## src/rtl/pidc_pkg.sv

```systemverilog
`timescale 1ns / 1ps
// pidc_pkg.sv - widths, codes, item types and control bundles of the clamped PID controller.
// No dependencies; every module of the block imports it.
package pidc_pkg;

    localparam int DATA_WIDTH    = 32;
    localparam int FRAC_BITS_DEF = 16;
    localparam int TS_WIDTH      = 24;
    localparam int INTEG_WIDTH   = 48;
    localparam int DERIV_WIDTH   = 64;

    // Multiplier digit: one 16-bit slice of the second operand per cycle.
    localparam int DIGIT_LOG = 4;
    localparam int DIGIT_W   = 1 << DIGIT_LOG;

    // Second operand is held one bit wider than the widest value it carries.
    localparam int OPY_WIDTH = DERIV_WIDTH + 1;
    // Exact sum of the three control products.
    localparam int ACC_WIDTH = DATA_WIDTH + DERIV_WIDTH + 2;

    localparam int DT_DIGITS    = (TS_WIDTH + 1 + DIGIT_W - 1) / DIGIT_W;
    localparam int ERR_DIGITS   = (DATA_WIDTH + DIGIT_W - 1) / DIGIT_W;
    localparam int INTEG_DIGITS = (INTEG_WIDTH + DIGIT_W - 1) / DIGIT_W;
    localparam int DERIV_DIGITS = (DERIV_WIDTH + DIGIT_W - 1) / DIGIT_W;
    localparam int DIG_IDX_W    = $clog2(DERIV_DIGITS);

    localparam int REG_IDX_W = 3;

    typedef enum logic [REG_IDX_W-1:0] {
        REG_KP      = 3'd0,
        REG_KI      = 3'd1,
        REG_KD      = 3'd2,
        REG_OUT_MAX = 3'd3,
        REG_OUT_MIN = 3'd4
    } reg_idx_t;

    typedef enum logic [2:0] {
        ST_IDLE,
        ST_MUL_E,
        ST_INTEG,
        ST_MUL_P,
        ST_MUL_I,
        ST_WAIT_D,
        ST_MUL_D,
        ST_CLAMP
    } pidc_state_t;

    typedef enum logic [2:0] {
        OP_NONE,
        OP_ERR_DT,
        OP_KP_ERR,
        OP_KI_INT,
        OP_KD_DER
    } mac_op_t;

    typedef struct packed {
        logic [DATA_WIDTH-1:0] error_in;
        logic [TS_WIDTH-1:0]   time_step;
    } pidc_in_t;

    typedef struct packed {
        logic [DATA_WIDTH-1:0] drive_out;
        logic                  clamped;
    } pidc_out_t;

    typedef struct packed {
        logic    in_ready;
        logic    div_start;
        logic    acc_clear;
        mac_op_t mac_op;
        logic    integ_upd;
        logic    out_load;
    } pidc_ctrl_t;

    typedef struct packed {
        logic in_valid;
        logic mac_last;
        logic div_busy;
        logic out_free;
    } pidc_stat_t;

    typedef struct packed {
        logic                 clear;
        logic                 load;
        logic [DIG_IDX_W-1:0] last_idx;
    } pidc_mac_ctl_t;

endpackage

```

## src/rtl/pidc_div.sv

```systemverilog
`timescale 1ns / 1ps
// pidc_div.sv - radix-4 restoring divider for the derivative term, saturating, signed result.
// Depends on pidc_pkg.
module pidc_div #(
    parameter int FRAC_BITS = pidc_pkg::FRAC_BITS_DEF
) (
    input  logic                               clk,
    input  logic                               rst_n,
    input  logic                               start,
    input  logic [pidc_pkg::DATA_WIDTH:0]      diff,
    input  logic [pidc_pkg::TS_WIDTH-1:0]      divisor,
    output logic                               busy,
    output logic [pidc_pkg::DERIV_WIDTH-1:0]   quot
);
    import pidc_pkg::*;

    localparam int NUM_W  = DATA_WIDTH + 1 + FRAC_BITS;
    localparam int NUM_W2 = NUM_W + (NUM_W % 2);
    localparam int STEPS  = NUM_W2 / 2;
    localparam int CNT_W  = $clog2(STEPS + 1);
    localparam int QX_W   = (NUM_W2 > DERIV_WIDTH) ? NUM_W2 : DERIV_WIDTH;
    localparam int MAG_W  = DERIV_WIDTH - 1;

    logic                   busy_reg, busy_next;
    logic [CNT_W-1:0]       cnt_reg, cnt_next;
    logic [NUM_W2-1:0]      num_reg, num_next;
    logic [TS_WIDTH-1:0]    rem_reg, rem_next;
    logic [TS_WIDTH-1:0]    dvs_reg, dvs_next;
    logic                   neg_reg, neg_next;
    logic [DERIV_WIDTH-1:0] quot_reg, quot_next;

    logic [DATA_WIDTH:0]    mag;
    logic [NUM_W2-1:0]      num_step;
    logic [TS_WIDTH-1:0]    rem_step;
    logic [TS_WIDTH:0]      trial;
    logic [QX_W-1:0]        q_ext;
    logic                   sat;
    logic [DERIV_WIDTH-1:0] q_mag;

    assign mag = diff[DATA_WIDTH] ? (~diff + 1'b1) : diff;

    // Two quotient bits per cycle; the quotient shifts in behind the dividend.
    always_comb
    begin
        num_step = num_reg;
        rem_step = rem_reg;
        trial    = '0;
        for (int i = 0; i < 2; i++)
        begin
            trial = {rem_step, num_step[NUM_W2-1]};
            if (trial >= {1'b0, dvs_reg})
            begin
                trial    = trial - {1'b0, dvs_reg};
                num_step = {num_step[NUM_W2-2:0], 1'b1};
            end
            else
            begin
                num_step = {num_step[NUM_W2-2:0], 1'b0};
            end
            rem_step = trial[TS_WIDTH-1:0];
        end
    end

    // Saturate the magnitude at the largest positive 64-bit value.
    assign q_ext = QX_W'(num_reg);
    assign sat   = |q_ext[QX_W-1:MAG_W];
    assign q_mag = sat ? {1'b0, {MAG_W{1'b1}}} : q_ext[DERIV_WIDTH-1:0];

    always_comb
    begin
        busy_next = busy_reg;
        cnt_next  = cnt_reg;
        num_next  = num_reg;
        rem_next  = rem_reg;
        dvs_next  = dvs_reg;
        neg_next  = neg_reg;
        quot_next = quot_reg;
        if (start)
        begin
            busy_next = 1'b1;
            cnt_next  = CNT_W'(STEPS);
            num_next  = NUM_W2'({mag, {FRAC_BITS{1'b0}}});
            rem_next  = '0;
            dvs_next  = divisor;
            neg_next  = diff[DATA_WIDTH];
        end
        else if (busy_reg)
        begin
            if (cnt_reg != '0)
            begin
                cnt_next = cnt_reg - 1'b1;
                num_next = num_step;
                rem_next = rem_step;
            end
            else
            begin
                busy_next = 1'b0;
                // Zero time step disables the derivative.
                if (dvs_reg == '0)
                begin
                    quot_next = '0;
                end
                else if (neg_reg)
                begin
                    quot_next = ~q_mag + 1'b1;
                end
                else
                begin
                    quot_next = q_mag;
                end
            end
        end
    end

    always_ff @(posedge clk or negedge rst_n)
    begin
        if (!rst_n)
        begin
            busy_reg <= 1'b0;
            cnt_reg  <= '0;
        end
        else
        begin
            busy_reg <= busy_next;
            cnt_reg  <= cnt_next;
        end
    end

    always_ff @(posedge clk)
    begin
        num_reg  <= num_next;
        rem_reg  <= rem_next;
        dvs_reg  <= dvs_next;
        neg_reg  <= neg_next;
        quot_reg <= quot_next;
    end

    assign busy = busy_reg;
    assign quot = quot_reg;

endmodule

```

## src/rtl/pidc_mac.sv

```systemverilog
`timescale 1ns / 1ps
// pidc_mac.sv - shared multiply-accumulate unit: one 16-bit digit of the second operand a cycle.
// Depends on pidc_pkg.
module pidc_mac (
    input  logic                              clk,
    input  logic                              rst_n,
    input  pidc_pkg::pidc_mac_ctl_t           ctl,
    input  logic [pidc_pkg::DATA_WIDTH-1:0]   x_in,
    input  logic [pidc_pkg::OPY_WIDTH-1:0]    y_in,
    output logic                              last,
    output logic [pidc_pkg::ACC_WIDTH-1:0]    acc
);
    import pidc_pkg::*;

    localparam int PP_W = DATA_WIDTH + DIGIT_W + 1;
    localparam int SH_W = DIG_IDX_W + DIGIT_LOG;

    logic                         busy_reg, busy_next;
    logic [DIG_IDX_W-1:0]         k_reg, k_next;
    logic [DIG_IDX_W-1:0]         last_reg, last_next;
    logic signed [DATA_WIDTH-1:0] x_reg, x_next;
    logic signed [OPY_WIDTH-1:0]  y_reg, y_next;
    logic signed [ACC_WIDTH-1:0]  acc_reg, acc_next;

    logic                         is_last;
    logic signed [DIGIT_W:0]      digit;
    logic signed [PP_W-1:0]       pp;
    logic signed [ACC_WIDTH-1:0]  pp_ext;
    logic [SH_W-1:0]              shamt;

    // Lower digits are unsigned slices; the top digit carries the sign.
    assign is_last = (k_reg == last_reg);
    assign digit   = is_last ? y_reg[DIGIT_W:0] : {1'b0, y_reg[DIGIT_W-1:0]};
    assign pp      = x_reg * digit;
    assign pp_ext  = ACC_WIDTH'(pp);
    assign shamt   = {k_reg, {DIGIT_LOG{1'b0}}};

    always_comb
    begin
        busy_next = busy_reg;
        k_next    = k_reg;
        last_next = last_reg;
        x_next    = x_reg;
        y_next    = y_reg;
        acc_next  = acc_reg;
        if (ctl.clear)
        begin
            acc_next = '0;
        end
        else if (busy_reg)
        begin
            acc_next = acc_reg + (pp_ext << shamt);
        end
        if (busy_reg)
        begin
            k_next = k_reg + 1'b1;
            y_next = y_reg >>> DIGIT_W;
            if (is_last)
            begin
                busy_next = 1'b0;
            end
        end
        if (ctl.load)
        begin
            busy_next = 1'b1;
            k_next    = '0;
            last_next = ctl.last_idx;
            x_next    = x_in;
            y_next    = y_in;
        end
    end

    always_ff @(posedge clk or negedge rst_n)
    begin
        if (!rst_n)
        begin
            busy_reg <= 1'b0;
            k_reg    <= '0;
        end
        else
        begin
            busy_reg <= busy_next;
            k_reg    <= k_next;
        end
    end

    always_ff @(posedge clk)
    begin
        last_reg <= last_next;
        x_reg    <= x_next;
        y_reg    <= y_next;
        acc_reg  <= acc_next;
    end

    assign last = busy_reg && is_last;
    assign acc  = acc_reg;

    assert property (@(posedge clk) disable iff (!rst_n) busy_reg |-> (k_reg <= last_reg))
        else $error("digit index ran past the last digit");

    assert property (@(posedge clk) disable iff (!rst_n)
        ctl.load |-> (!busy_reg || is_last))
        else $error("operands reloaded in the middle of a product");

    assert property (@(posedge clk) disable iff (!rst_n) ctl.clear |-> !busy_reg)
        else $error("accumulator cleared while a product is running");

endmodule

```

## src/rtl/pidc_seq.sv

```systemverilog
`timescale 1ns / 1ps
// pidc_seq.sv - sequencer: orders the products, the integral update and the output clamp.
// Depends on pidc_pkg.
module pidc_seq (
    input  logic                 clk,
    input  logic                 rst_n,
    input  pidc_pkg::pidc_stat_t stat,
    output pidc_pkg::pidc_ctrl_t ctrl
);
    import pidc_pkg::*;

    pidc_state_t state_reg, state_next;

    always_ff @(posedge clk or negedge rst_n)
    begin
        if (!rst_n)
        begin
            state_reg <= ST_IDLE;
        end
        else
        begin
            state_reg <= state_next;
        end
    end

    always_comb
    begin
        state_next  = state_reg;
        ctrl        = '0;
        ctrl.mac_op = OP_NONE;
        case (state_reg)
            ST_IDLE:
            begin
                ctrl.in_ready = 1'b1;
                if (stat.in_valid)
                begin
                    ctrl.div_start = 1'b1;
                    ctrl.acc_clear = 1'b1;
                    ctrl.mac_op    = OP_ERR_DT;
                    state_next     = ST_MUL_E;
                end
            end
            ST_MUL_E:
            begin
                if (stat.mac_last)
                begin
                    state_next = ST_INTEG;
                end
            end
            ST_INTEG:
            begin
                ctrl.integ_upd = 1'b1;
                ctrl.acc_clear = 1'b1;
                ctrl.mac_op    = OP_KP_ERR;
                state_next     = ST_MUL_P;
            end
            ST_MUL_P:
            begin
                if (stat.mac_last)
                begin
                    ctrl.mac_op = OP_KI_INT;
                    state_next  = ST_MUL_I;
                end
            end
            ST_MUL_I:
            begin
                if (stat.mac_last)
                begin
                    if (!stat.div_busy)
                    begin
                        ctrl.mac_op = OP_KD_DER;
                        state_next  = ST_MUL_D;
                    end
                    else
                    begin
                        state_next = ST_WAIT_D;
                    end
                end
            end
            ST_WAIT_D:
            begin
                if (!stat.div_busy)
                begin
                    ctrl.mac_op = OP_KD_DER;
                    state_next  = ST_MUL_D;
                end
            end
            ST_MUL_D:
            begin
                if (stat.mac_last)
                begin
                    state_next = ST_CLAMP;
                end
            end
            ST_CLAMP:
            begin
                if (stat.out_free)
                begin
                    ctrl.out_load = 1'b1;
                    state_next    = ST_IDLE;
                end
            end
            default:
            begin
                state_next = ST_IDLE;
            end
        endcase
    end

    assert property (@(posedge clk) disable iff (!rst_n)
        (state_reg == ST_MUL_D) |-> !stat.div_busy)
        else $error("derivative product started before the divider finished");

    assert property (@(posedge clk) disable iff (!rst_n)
        stat.mac_last |-> (state_reg == ST_MUL_E || state_reg == ST_MUL_P ||
                           state_reg == ST_MUL_I || state_reg == ST_MUL_D))
        else $error("product finished outside a multiply state");

    assert property (@(posedge clk) disable iff (!rst_n)
        (state_reg != ST_IDLE) |-> !ctrl.in_ready)
        else $error("input offered ready while an item is in progress");

endmodule

```

## src/rtl/pid_controller_clamped_top.sv

```systemverilog
`timescale 1ns / 1ps
// pid_controller_clamped_top.sv - clamped fixed-point PID controller, top level.
// Depends on pidc_pkg, pidc_div, pidc_mac, pidc_seq.
//
//  Port group   Direction  Handshake            Carries
//  ----------   ---------  -------------------  ---------------------------------------
//  cfg_*        in         cfg_we, no wait      gain and limit registers by index
//  in_item      in         in_valid/in_ready    error sample and time step
//  out_item     out        out_valid/out_ready  clamped drive and clamp flag
//
// An item is accepted only in the idle state, and the next item is taken only once the result
// has been loaded into the output register. The time per item is set by the radix-4
// derivative divider, which runs alongside the first three products.
// The shared multiply-accumulate unit handles 16 bits of one operand per cycle.
// Reset clears the state and loads the registers with their reset values at once.
// A result waits in the output register; only the clamp step stalls behind a full one.
module pid_controller_clamped_top #(
    parameter int FRAC_BITS = pidc_pkg::FRAC_BITS_DEF
) (
    input  logic                            clk,
    input  logic                            rst_n,
    input  logic                            cfg_we,
    input  logic [pidc_pkg::REG_IDX_W-1:0]  cfg_index,
    input  logic [pidc_pkg::DATA_WIDTH-1:0] cfg_data,
    input  logic                            in_valid,
    output logic                            in_ready,
    input  pidc_pkg::pidc_in_t              in_item,
    output logic                            out_valid,
    input  logic                            out_ready,
    output pidc_pkg::pidc_out_t             out_item
);
    import pidc_pkg::*;

    localparam logic signed [ACC_WIDTH-1:0] INTEG_MAX =
        ACC_WIDTH'({1'b0, {(INTEG_WIDTH - 1){1'b1}}});
    localparam logic signed [ACC_WIDTH-1:0] INTEG_MIN =
        ACC_WIDTH'($signed({1'b1, {(INTEG_WIDTH - 1){1'b0}}}));

    // Configuration registers.
    logic [DATA_WIDTH-1:0] kp_reg, kp_next;
    logic [DATA_WIDTH-1:0] ki_reg, ki_next;
    logic [DATA_WIDTH-1:0] kd_reg, kd_next;
    logic [DATA_WIDTH-1:0] out_max_reg, out_max_next;
    logic [DATA_WIDTH-1:0] out_min_reg, out_min_next;

    // Controller state.
    logic [DATA_WIDTH-1:0]  last_error_reg, last_error_next;
    logic [INTEG_WIDTH-1:0] integral_reg, integral_next;

    // Output register.
    logic      out_valid_reg, out_valid_next;
    pidc_out_t out_item_reg, out_item_next;

    pidc_ctrl_t    ctrl;
    pidc_stat_t    stat;
    pidc_mac_ctl_t mac_ctl;

    logic [DATA_WIDTH-1:0]  mac_x;
    logic [OPY_WIDTH-1:0]   mac_y;
    logic [DIG_IDX_W-1:0]   mac_last_idx;
    logic                   mac_last;
    logic [ACC_WIDTH-1:0]   acc;

    logic [DATA_WIDTH:0]    err_diff;
    logic                   div_busy;
    logic [DERIV_WIDTH-1:0] deriv;

    logic signed [ACC_WIDTH-1:0] acc_shr;
    logic signed [ACC_WIDTH-1:0] integ_sum;
    logic signed [ACC_WIDTH-1:0] lim_lo;
    logic signed [ACC_WIDTH-1:0] lim_hi;
    logic                        below_min;
    logic                        above_max;
    logic [DATA_WIDTH-1:0]       drive;

    // ---------------------------------------------------------------------
    // Sequencer
    // ---------------------------------------------------------------------
    assign stat.in_valid = in_valid;
    assign stat.mac_last = mac_last;
    assign stat.div_busy = div_busy;
    assign stat.out_free = !out_valid_reg || out_ready;

    pidc_seq u_seq (
        .clk   (clk),
        .rst_n (rst_n),
        .stat  (stat),
        .ctrl  (ctrl)
    );

    assign in_ready = ctrl.in_ready;

    // ---------------------------------------------------------------------
    // Derivative divider: started on accept with the fresh error difference,
    // it runs while the first three products go through the shared unit.
    // ---------------------------------------------------------------------
    assign err_diff = {in_item.error_in[DATA_WIDTH-1], in_item.error_in}
                    - {last_error_reg[DATA_WIDTH-1], last_error_reg};

    pidc_div #(
        .FRAC_BITS (FRAC_BITS)
    ) u_div (
        .clk     (clk),
        .rst_n   (rst_n),
        .start   (ctrl.div_start),
        .diff    (err_diff),
        .divisor (in_item.time_step),
        .busy    (div_busy),
        .quot    (deriv)
    );

    // ---------------------------------------------------------------------
    // Shared multiply-accumulate unit. Products in order:
    //   error * time_step      (integral increment, own accumulation)
    //   kp * error, ki * integral, kd * derivative  (summed exactly)
    // Select the operands for whichever product the sequencer loads.
    // ---------------------------------------------------------------------
    always_comb
    begin
        case (ctrl.mac_op)
            OP_ERR_DT:
            begin
                mac_x        = in_item.error_in;
                mac_y        = OPY_WIDTH'(in_item.time_step);
                mac_last_idx = DIG_IDX_W'(DT_DIGITS - 1);
            end
            OP_KP_ERR:
            begin
                mac_x        = kp_reg;
                mac_y        = OPY_WIDTH'($signed(last_error_reg));
                mac_last_idx = DIG_IDX_W'(ERR_DIGITS - 1);
            end
            OP_KI_INT:
            begin
                mac_x        = ki_reg;
                mac_y        = OPY_WIDTH'($signed(integral_reg));
                mac_last_idx = DIG_IDX_W'(INTEG_DIGITS - 1);
            end
            OP_KD_DER:
            begin
                mac_x        = kd_reg;
                mac_y        = OPY_WIDTH'($signed(deriv));
                mac_last_idx = DIG_IDX_W'(DERIV_DIGITS - 1);
            end
            default:
            begin
                mac_x        = '0;
                mac_y        = '0;
                mac_last_idx = '0;
            end
        endcase
    end

    assign mac_ctl.clear    = ctrl.acc_clear;
    assign mac_ctl.load     = (ctrl.mac_op != OP_NONE);
    assign mac_ctl.last_idx = mac_last_idx;

    pidc_mac u_mac (
        .clk   (clk),
        .rst_n (rst_n),
        .ctl   (mac_ctl),
        .x_in  (mac_x),
        .y_in  (mac_y),
        .last  (mac_last),
        .acc   (acc)
    );

    // Both the increment and the final sum drop FRAC_BITS, rounding toward minus infinity.
    assign acc_shr = $signed(acc) >>> FRAC_BITS;

    // ---------------------------------------------------------------------
    // Integral update: add the increment, saturate to the signed 48-bit range.
    // ---------------------------------------------------------------------
    assign integ_sum = ACC_WIDTH'($signed(integral_reg)) + acc_shr;

    // ---------------------------------------------------------------------
    // Output clamp: minimum first, then maximum. With the limits crossed a
    // low sum ends at the maximum, so test the maximum against the minimum then.
    // ---------------------------------------------------------------------
    assign lim_lo    = ACC_WIDTH'($signed(out_min_reg));
    assign lim_hi    = ACC_WIDTH'($signed(out_max_reg));
    assign below_min = (acc_shr < lim_lo);
    assign above_max = below_min ? ($signed(out_max_reg) < $signed(out_min_reg))
                                 : (lim_hi < acc_shr);

    always_comb
    begin
        if (above_max)
        begin
            drive = out_max_reg;
        end
        else if (below_min)
        begin
            drive = out_min_reg;
        end
        else
        begin
            drive = acc_shr[DATA_WIDTH-1:0];
        end
    end

    // ---------------------------------------------------------------------
    // Next-state logic for configuration, controller state and output.
    // ---------------------------------------------------------------------
    always_comb
    begin
        kp_next      = kp_reg;
        ki_next      = ki_reg;
        kd_next      = kd_reg;
        out_max_next = out_max_reg;
        out_min_next = out_min_reg;
        if (cfg_we)
        begin
            case (cfg_index)
                REG_KP:      kp_next      = cfg_data;
                REG_KI:      ki_next      = cfg_data;
                REG_KD:      kd_next      = cfg_data;
                REG_OUT_MAX: out_max_next = cfg_data;
                REG_OUT_MIN: out_min_next = cfg_data;
                default:     ;  // drop writes to unlisted indexes
            endcase
        end
    end

    always_comb
    begin
        last_error_next = last_error_reg;
        integral_next   = integral_reg;
        // Take the new error on accept; the divider has already latched the difference.
        if (ctrl.div_start)
        begin
            last_error_next = in_item.error_in;
        end
        if (ctrl.integ_upd)
        begin
            if (integ_sum > INTEG_MAX)
            begin
                integral_next = INTEG_MAX[INTEG_WIDTH-1:0];
            end
            else if (integ_sum < INTEG_MIN)
            begin
                integral_next = INTEG_MIN[INTEG_WIDTH-1:0];
            end
            else
            begin
                integral_next = integ_sum[INTEG_WIDTH-1:0];
            end
        end
    end

    always_comb
    begin
        out_valid_next = out_valid_reg;
        out_item_next  = out_item_reg;
        if (ctrl.out_load)
        begin
            out_valid_next          = 1'b1;
            out_item_next.drive_out = drive;
            out_item_next.clamped   = below_min || above_max;
        end
        else if (out_ready)
        begin
            out_valid_next = 1'b0;
        end
    end

    // ---------------------------------------------------------------------
    // Registers
    // ---------------------------------------------------------------------
    always_ff @(posedge clk or negedge rst_n)
    begin
        if (!rst_n)
        begin
            kp_reg         <= '0;
            ki_reg         <= '0;
            kd_reg         <= '0;
            out_max_reg    <= {1'b0, {(DATA_WIDTH - 1){1'b1}}};
            out_min_reg    <= {1'b1, {(DATA_WIDTH - 1){1'b0}}};
            last_error_reg <= '0;
            integral_reg   <= '0;
            out_valid_reg  <= 1'b0;
        end
        else
        begin
            kp_reg         <= kp_next;
            ki_reg         <= ki_next;
            kd_reg         <= kd_next;
            out_max_reg    <= out_max_next;
            out_min_reg    <= out_min_next;
            last_error_reg <= last_error_next;
            integral_reg   <= integral_next;
            out_valid_reg  <= out_valid_next;
        end
    end

    // Hold the result payload; it needs no reset.
    always_ff @(posedge clk)
    begin
        out_item_reg <= out_item_next;
    end

    assign out_valid = out_valid_reg;
    assign out_item  = out_item_reg;

endmodule
```

## config.mk

```make
export PLATFORM = sky130hd
export DESIGN_NAME = pid_controller_clamped_top
export DESIGN_NICKNAME = d
export VERILOG_FILES = /design/src/rtl/pidc_pkg.sv /design/src/rtl/pidc_div.sv /design/src/rtl/pidc_mac.sv /design/src/rtl/pidc_seq.sv /design/src/rtl/pid_controller_clamped_top.sv
export SDC_FILE = /design/constraint.sdc
export NUM_CORES = 2
export LEC_CHECK = 0
export ABC_AREA = 1
export CAP_MARGIN = 20
export CELL_PAD_IN_SITES_DETAIL_PLACEMENT = 0
export CELL_PAD_IN_SITES_GLOBAL_PLACEMENT = 1
export CORE_ASPECT_RATIO = 0.7
export CORE_MARGIN = 2
export CORE_UTILIZATION = 44
export DETAILED_ROUTE_END_ITERATION = 12
export DONT_BUFFER_PORTS = 1
export PLACE_DENSITY_LB_ADDON = 0.1
export SLEW_MARGIN = 5
export SYNTH_ARGS = -nofsm -noshare
export SYNTH_HDL_FRONTEND = slang
export SYNTH_SLANG_ARGS = --single-unit
```

## constraint.sdc

```tcl
create_clock -name clk -period 9 [get_ports clk]
set_input_delay 1.35 -clock clk [delete_from_list [all_inputs] [get_ports clk]]
set_output_delay 1.35 -clock clk [all_outputs]
set_load 0.01 [all_outputs]
```

Word level (Yosys, flattened, before mapping)
Cells that the tools add are included.

Multipliers: 1. Shift-type cells: 1. Bitwise operators: 5. Equal/unequal tests: 23. $lt $le $gt $ge: 7. Reductions and logical operators: 24. Add/subtract/negate cells: 9. Mux-type cells: 52.

Operators with widths (count): $pmux 65 s4 (1); $mux 49 (3); $pmux 32 s4 (1); $add 98x98->98 (1); $shl 98x6->98 (1); $mux 48 (2); $add 48x82->83 (1); $gt 83x48->1 const B (1); $lt 83x48->1 const B (1); $lt 32x82->1 (1); $lt 82x32->1 (1); $mux 65 (1); $add 64x1->64 const B (1); $mux 32 (2); $mux 64 (1); $not 50->64 (1); $ge 25x24->1 (2); $mux 50 (1); $mul 32x17->49 (1); $mux 24 (2); $sub 24x24->24 (2); $add 33x1->33 const B (1); $mux 33 (1); $not 33->33 (1); 31 further kinds (91).

Output and inout bits: 35. Input bits: 96. Bits in registers: 646. Logic and storage cells: 149.

Longest topological paths before layout
Depth after elaboration: 7. Gate-level depth with buffers: 53. Depth with buffers taken out: 51.

Hierarchy
From an unflattened synthesis, not the netlist that was laid out.

Cells, all modules: 11807. Area, all modules: 78049.9 um^2.

Modules (own cells, without submodules): pidc_mac (seq. area each 5009.8 um^2, area an instance 37838.8 um^2, cells each 5636, times used 1); pid_controller_clamped_top (seq. area each 7061.8 um^2, area an instance 27630.2 um^2, cells each 4400, times used 1); pidc_div (seq. area each 4634.4 um^2, area an instance 12170.4 um^2, cells each 1716, times used 1); pidc_seq (seq. area each 75.1 um^2, area an instance 410.4 um^2, cells each 55, times used 1).

Worst setup path before layout
Ideal clock, no wire load.

Path kind: register to register. From: register u_mac.x_reg[31]. To: register u_mac.acc_reg[92], in the netlist u_mac.acc[92]. Stages on the path, launching flop included: 43. Library setup time: 0.114 ns. Data required time: 8.886 ns. Buffers on the path: 3. Arrival time: 8.328 ns. Slack: 0.558 ns. Clock period less this slack: 8.442 ns. Cell sequence: edfxtp_1 > clkbuf_1 > clkbuf_1 > nand2_1 > inv_1 > fa_1 > fa_1 > inv_1 > fa_1 > fa_1 > fa_1 > fa_1 > inv_1 > ha_1 > a21oi_1 > inv_1 > a31oi_1 > o21ai_0 > (+7 left out) > buf_4 > nand2_1 > inv_1 > ha_1 > nand2_1 > nor2_1 > inv_1 > nor2_1 > inv_1 > nor4_1 > nand3_1 > nand3_1 > nand2_1 > nand3_1 > a21oi_1 > xnor2_1 > o21bai_1 > inv_1.

Longest elaborated chain between the ends: 3.

RTL lines: from (decl) (line pidc_mac.sv:21) `logic signed [DATA_WIDTH-1:0] x_reg, x_next;`; from (signal assigned) (line pidc_mac.sv:90) `x_reg <= x_next;`; $mul 32x17->49 (line pidc_mac.sv:34) `assign pp = x_reg * digit;`; $shl 98x6->98 (line pidc_mac.sv:52) `acc_next = acc_reg + (pp_ext << shamt);`; $add 98x98->98 (line pidc_mac.sv:52); to (signal assigned) (line pidc_mac.sv:92) `acc_reg <= acc_next;`; to (decl) (line pidc_mac.sv:23) `logic signed [ACC_WIDTH-1:0] acc_reg, acc_next;`.

No other way between the ends. A chain may end at the register's enable or synchronous reset.

Final worst setup path
From: register u_mac.k_reg[1]. To: register u_mac.acc_reg[80], in the netlist u_mac.acc[80].

Longest elaborated chain between the ends: 5.

RTL lines: from (decl) (line pidc_mac.sv:19) `logic [DIG_IDX_W-1:0] k_reg, k_next;`; from (signal assigned) (line pidc_mac.sv:83) `k_reg <= k_next;`; $eq 2x2->1 (line pidc_mac.sv:32) `assign is_last = (k_reg == last_reg);`; $mux 17 (line pidc_mac.sv:33) `assign digit = is_last ? y_reg[DIGIT_W:0] : {1'b0, y_reg[DIGIT_W-1:0]};`; $mul 32x17->49 (line pidc_mac.sv:34); $shl 98x6->98 (*) (line pidc_mac.sv:52); $add 98x98->98 (*) (line pidc_mac.sv:52).

Mark *: on every way between the ends. The rest lies on a longest branch, timed or not.

==> flow_metrics.env <==
export IMPL_crit_arrival_ps=9690
export IMPL_cap_violations=0
export IMPL_cts_root_buf="clkbuf_16"
export IMPL_dpl_cell_count=13500
export IMPL_hold_violations=0
export IMPL_ant_nets=0
export IMPL_antenna_found_initial=13
export IMPL_synth_common_cells="nand2_1, inv_1, nor2_1"
export IMPL_synth_top_area_cell="nand2_1"
export IMPL_cts_buffers=73
export IMPL_syn_nets=11800
export IMPL_cp_required_ps=9640
export IMPL_grt_start_max_net_pins=254
export IMPL_dr_first_iter_drc_count=8389
export IMPL_ios=131
export IMPL_start_util=0.443
export IMPL_largest_register_ffs=98
export IMPL_reg2reg_slack_ps=-60
export IMPL_seq_area_frac_synth=0.228
export IMPL_dr_pass1_iters=7
export IMPL_dieArea_um2=171000
export IMPL_synth_top_cell_area_share=0.155
export IMPL_routabilityCongestion=1.03
export IMPL_grt_overflow_total=0
export IMPL_vias=73900
export IMPL_critical_path_max_stage_delay_ps=580
export IMPL_htree_levels=3
export IMPL_synth_edf_count=254
export IMPL_cts_hold_repair_buffers=0
export IMPL_dpl_cell_area_um2=82700
export IMPL_grt_pass1_vias=70000
export IMPL_dp_hpwl_um=256000
export IMPL_grt_pass1_wl_um=454000
export IMPL_yosysMostFrequentCell="nand2_1"
export IMPL_maxSlewViolCount=0
export IMPL_core_area_um2=166000
export IMPL_nets=12600
export IMPL_cts_tree="done"
export IMPL_cts_sinks=646
export IMPL_wl_um=309000
export IMPL_syn2layout_area_growth_pct=20.7
export IMPL_rsz0062_at_grt="true"
export IMPL_ys_flop_type="edfxtp_1"
export IMPL_post_route_period_util=1.01
export IMPL_drive_gt1_frac=0.159
export IMPL_outcome="complete, but fails checks"
export IMPL_grt_usage=0.357
export IMPL_holdWs_ps=330
export IMPL_stdcell_area_um2=88800
export IMPL_fin_cells=13700
export IMPL_endpoint_kind="flip-flop"
export IMPL_clk_latency_ps=730
export IMPL_critPathSlowestCell="fa_1"
export IMPL_path_common_cell="buf_4"
export IMPL_drc=0
export IMPL_setup_tns_ps=-165
export IMPL_synthCells=10600
export IMPL_die_h_um=346
export IMPL_cts_buffer_depth=3
export IMPL_synth_seq_cells=646
export IMPL_setup_viol=4
export IMPL_critPathMaxFanout=4
export IMPL_synthTopCellsByArea="nand2_1, fa_1, inv_1"
export IMPL_start_kind="flip-flop"
export IMPL_failed_checks="negative setup slack"
export IMPL_clock_skew_ps=49.0
export IMPL_synth_async_reset_ratio=0.392
export IMPL_tightest_slew_ps=1150
export IMPL_clk_pin_slew_ps=70
export IMPL_syn_avg_cell_area_um2=6.93
export IMPL_via_per_inst=5.41
export IMPL_chipWidth_um=493
export IMPL_fillCellCount=16500
export IMPL_period_needed_ps=9060
export IMPL_hold_path_class="primary input to async pin"
export IMPL_wire_per_inst_um=22.7
export IMPL_critical_path_class="flip-flop to flip-flop"
export IMPL_io_buffers=0
export IMPL_synth_distinct_cells=63
export IMPL_netlist_area_um2=73600
export IMPL_rows=125
export IMPL_slew_headroom=0.232
export IMPL_layout_setup_ws_ps=-57.4
export IMPL_fmax_mhz=110
export IMPL_ys_warn_count=0
through the flow:
| step | worst slack, ps | util |
|---|---|---|
| floorplan | 558 | - |
| global placement | -718 | 0.497 |
| detailed placement | -756 | 0.498 |
| CTS | -3.63 | 0.520 |
| global route | -398 | 0.535 |
| finish | -57.4 | 0.535 |
cells in the final DEF, fill, tap and decap left out, types with 21 or more instances in the layout:
| master | synthesis | routed |
|---|---|---|
| buf_4 | 1 | 903 |
| o21ai_2 | 3 | 48 |
| buf_6 | 4 | 24 |
| nand4_1 | 159 | 159 |
| o21a_1 | 32 | 31 |
| nor3_1 | 111 | 95 |
| nor2_4 | 1 | 41 |
| dfrtp_1 | 221 | 217 |
| nand3_1 | 357 | 328 |
| xor2_1 | 142 | 133 |
| nor4_1 | 31 | 21 |
| nand2_2 | 18 | 103 |
| nor2_1 | 826 | 727 |
| o211ai_1 | 97 | 97 |
| inv_2 | 11 | 44 |
| a21o_1 | 38 | 37 |
| dfxtp_1 | 139 | 139 |
| nand3_2 | 6 | 33 |
| xnor2_1 | 80 | 69 |
| nand2_1 | 3042 | 2945 |
| fa_1 | 527 | 514 |
| ha_1 | 569 | 518 |
| edfxtp_1 | 254 | 254 |
| inv_1 | 2060 | 2023 |
| o21ai_1 | 9 | 67 |
| o21bai_1 | 68 | 62 |
| a21oi_1 | 578 | 480 |
| clkbuf_16 | 0 | 73 |
| dfstp_2 | 32 | 32 |
| buf_12 | 1 | 51 |
| o22ai_1 | 30 | 30 |
| a21oi_2 | 32 | 110 |
| nor2_2 | 26 | 85 |
| o21ai_0 | 628 | 524 |
| ha_4 | 0 | 47 |
| nor3_2 | 14 | 24 |
routing by layer:
layer | part of all wire | GRT usage
met5 | 0.000074 | 0
met4 | 0.032 | 0.0978
met3 | 0.11 | 0.0847
met2 | 0.40 | 0.495
met1 | 0.47 | 0.544
timing repair:
| action | CTS | global route |
|---|---|---|
| setup endpoints to repair | 64 | 73 |
| cloned | 1 | 0 |
| pin swaps | 106 | 126 |
| buffers inserted | 19 | 45 |
| resized for setup | 244 | 542 |
cells by family after synthesis:
family,Yosys count,share of synthesized area
multiplexers,7,0.000952
AND/OR/NAND/NOR,4643,0.257
XOR/XNOR,222,0.0264
flip-flops,646,0.228
buffers and inverters,2388,0.123
adder cells (fa/ha/maj),1096,0.240
AO/OA/AOI/OAI,1623,0.125
critical path: cells and delay by family, from the launching register on:
family | cells | cell delay (ps)
AO/OA/AOI/OAI | 6 | 930
XOR/XNOR | 3 | 470
adder cells (fa/ha/maj) | 8 | 3560
buffers and inverters | 14 | 1470
flip-flops | 1 | 430
AND/OR/NAND/NOR | 14 | 2100
cell type report:
cell class | count | area (um^2) | area share
Antenna cell | 4 | 10.0 | 0.000113
Inverter | 2075 | 7810 | 0.0879
Clock buffer | 96 | 2020 | 0.0228
Clock inverter | 39 | 509 | 0.00573
Timing Repair Buffer | 981 | 8140 | 0.0917
Multi-Input combinational cell | 7591 | 50700 | 0.571
Tap cell | 2222 | 2780 | 0.0313
Sequential cell | 646 | 16800 | 0.189
path summary, 6_finish.rpt:
check	start	end	depth (start not counted)
max	u_mac.k_reg[1]	u_mac.acc[80]	45
min	rst_n	integral_reg[47]	0
max reg2reg	u_mac.k_reg[1]	u_mac.acc[80]	45
min reg2reg	kp_reg[15]	kp_reg[15]	2
max in group asynchronous	rst_n	kd_reg[5]	0
min in group clk	kp_reg[15]	kp_reg[15]	2
Power is left out: the tool's default activity adds up to more than one toggle a clock period on the data nets, which glitch-free logic cannot reach.
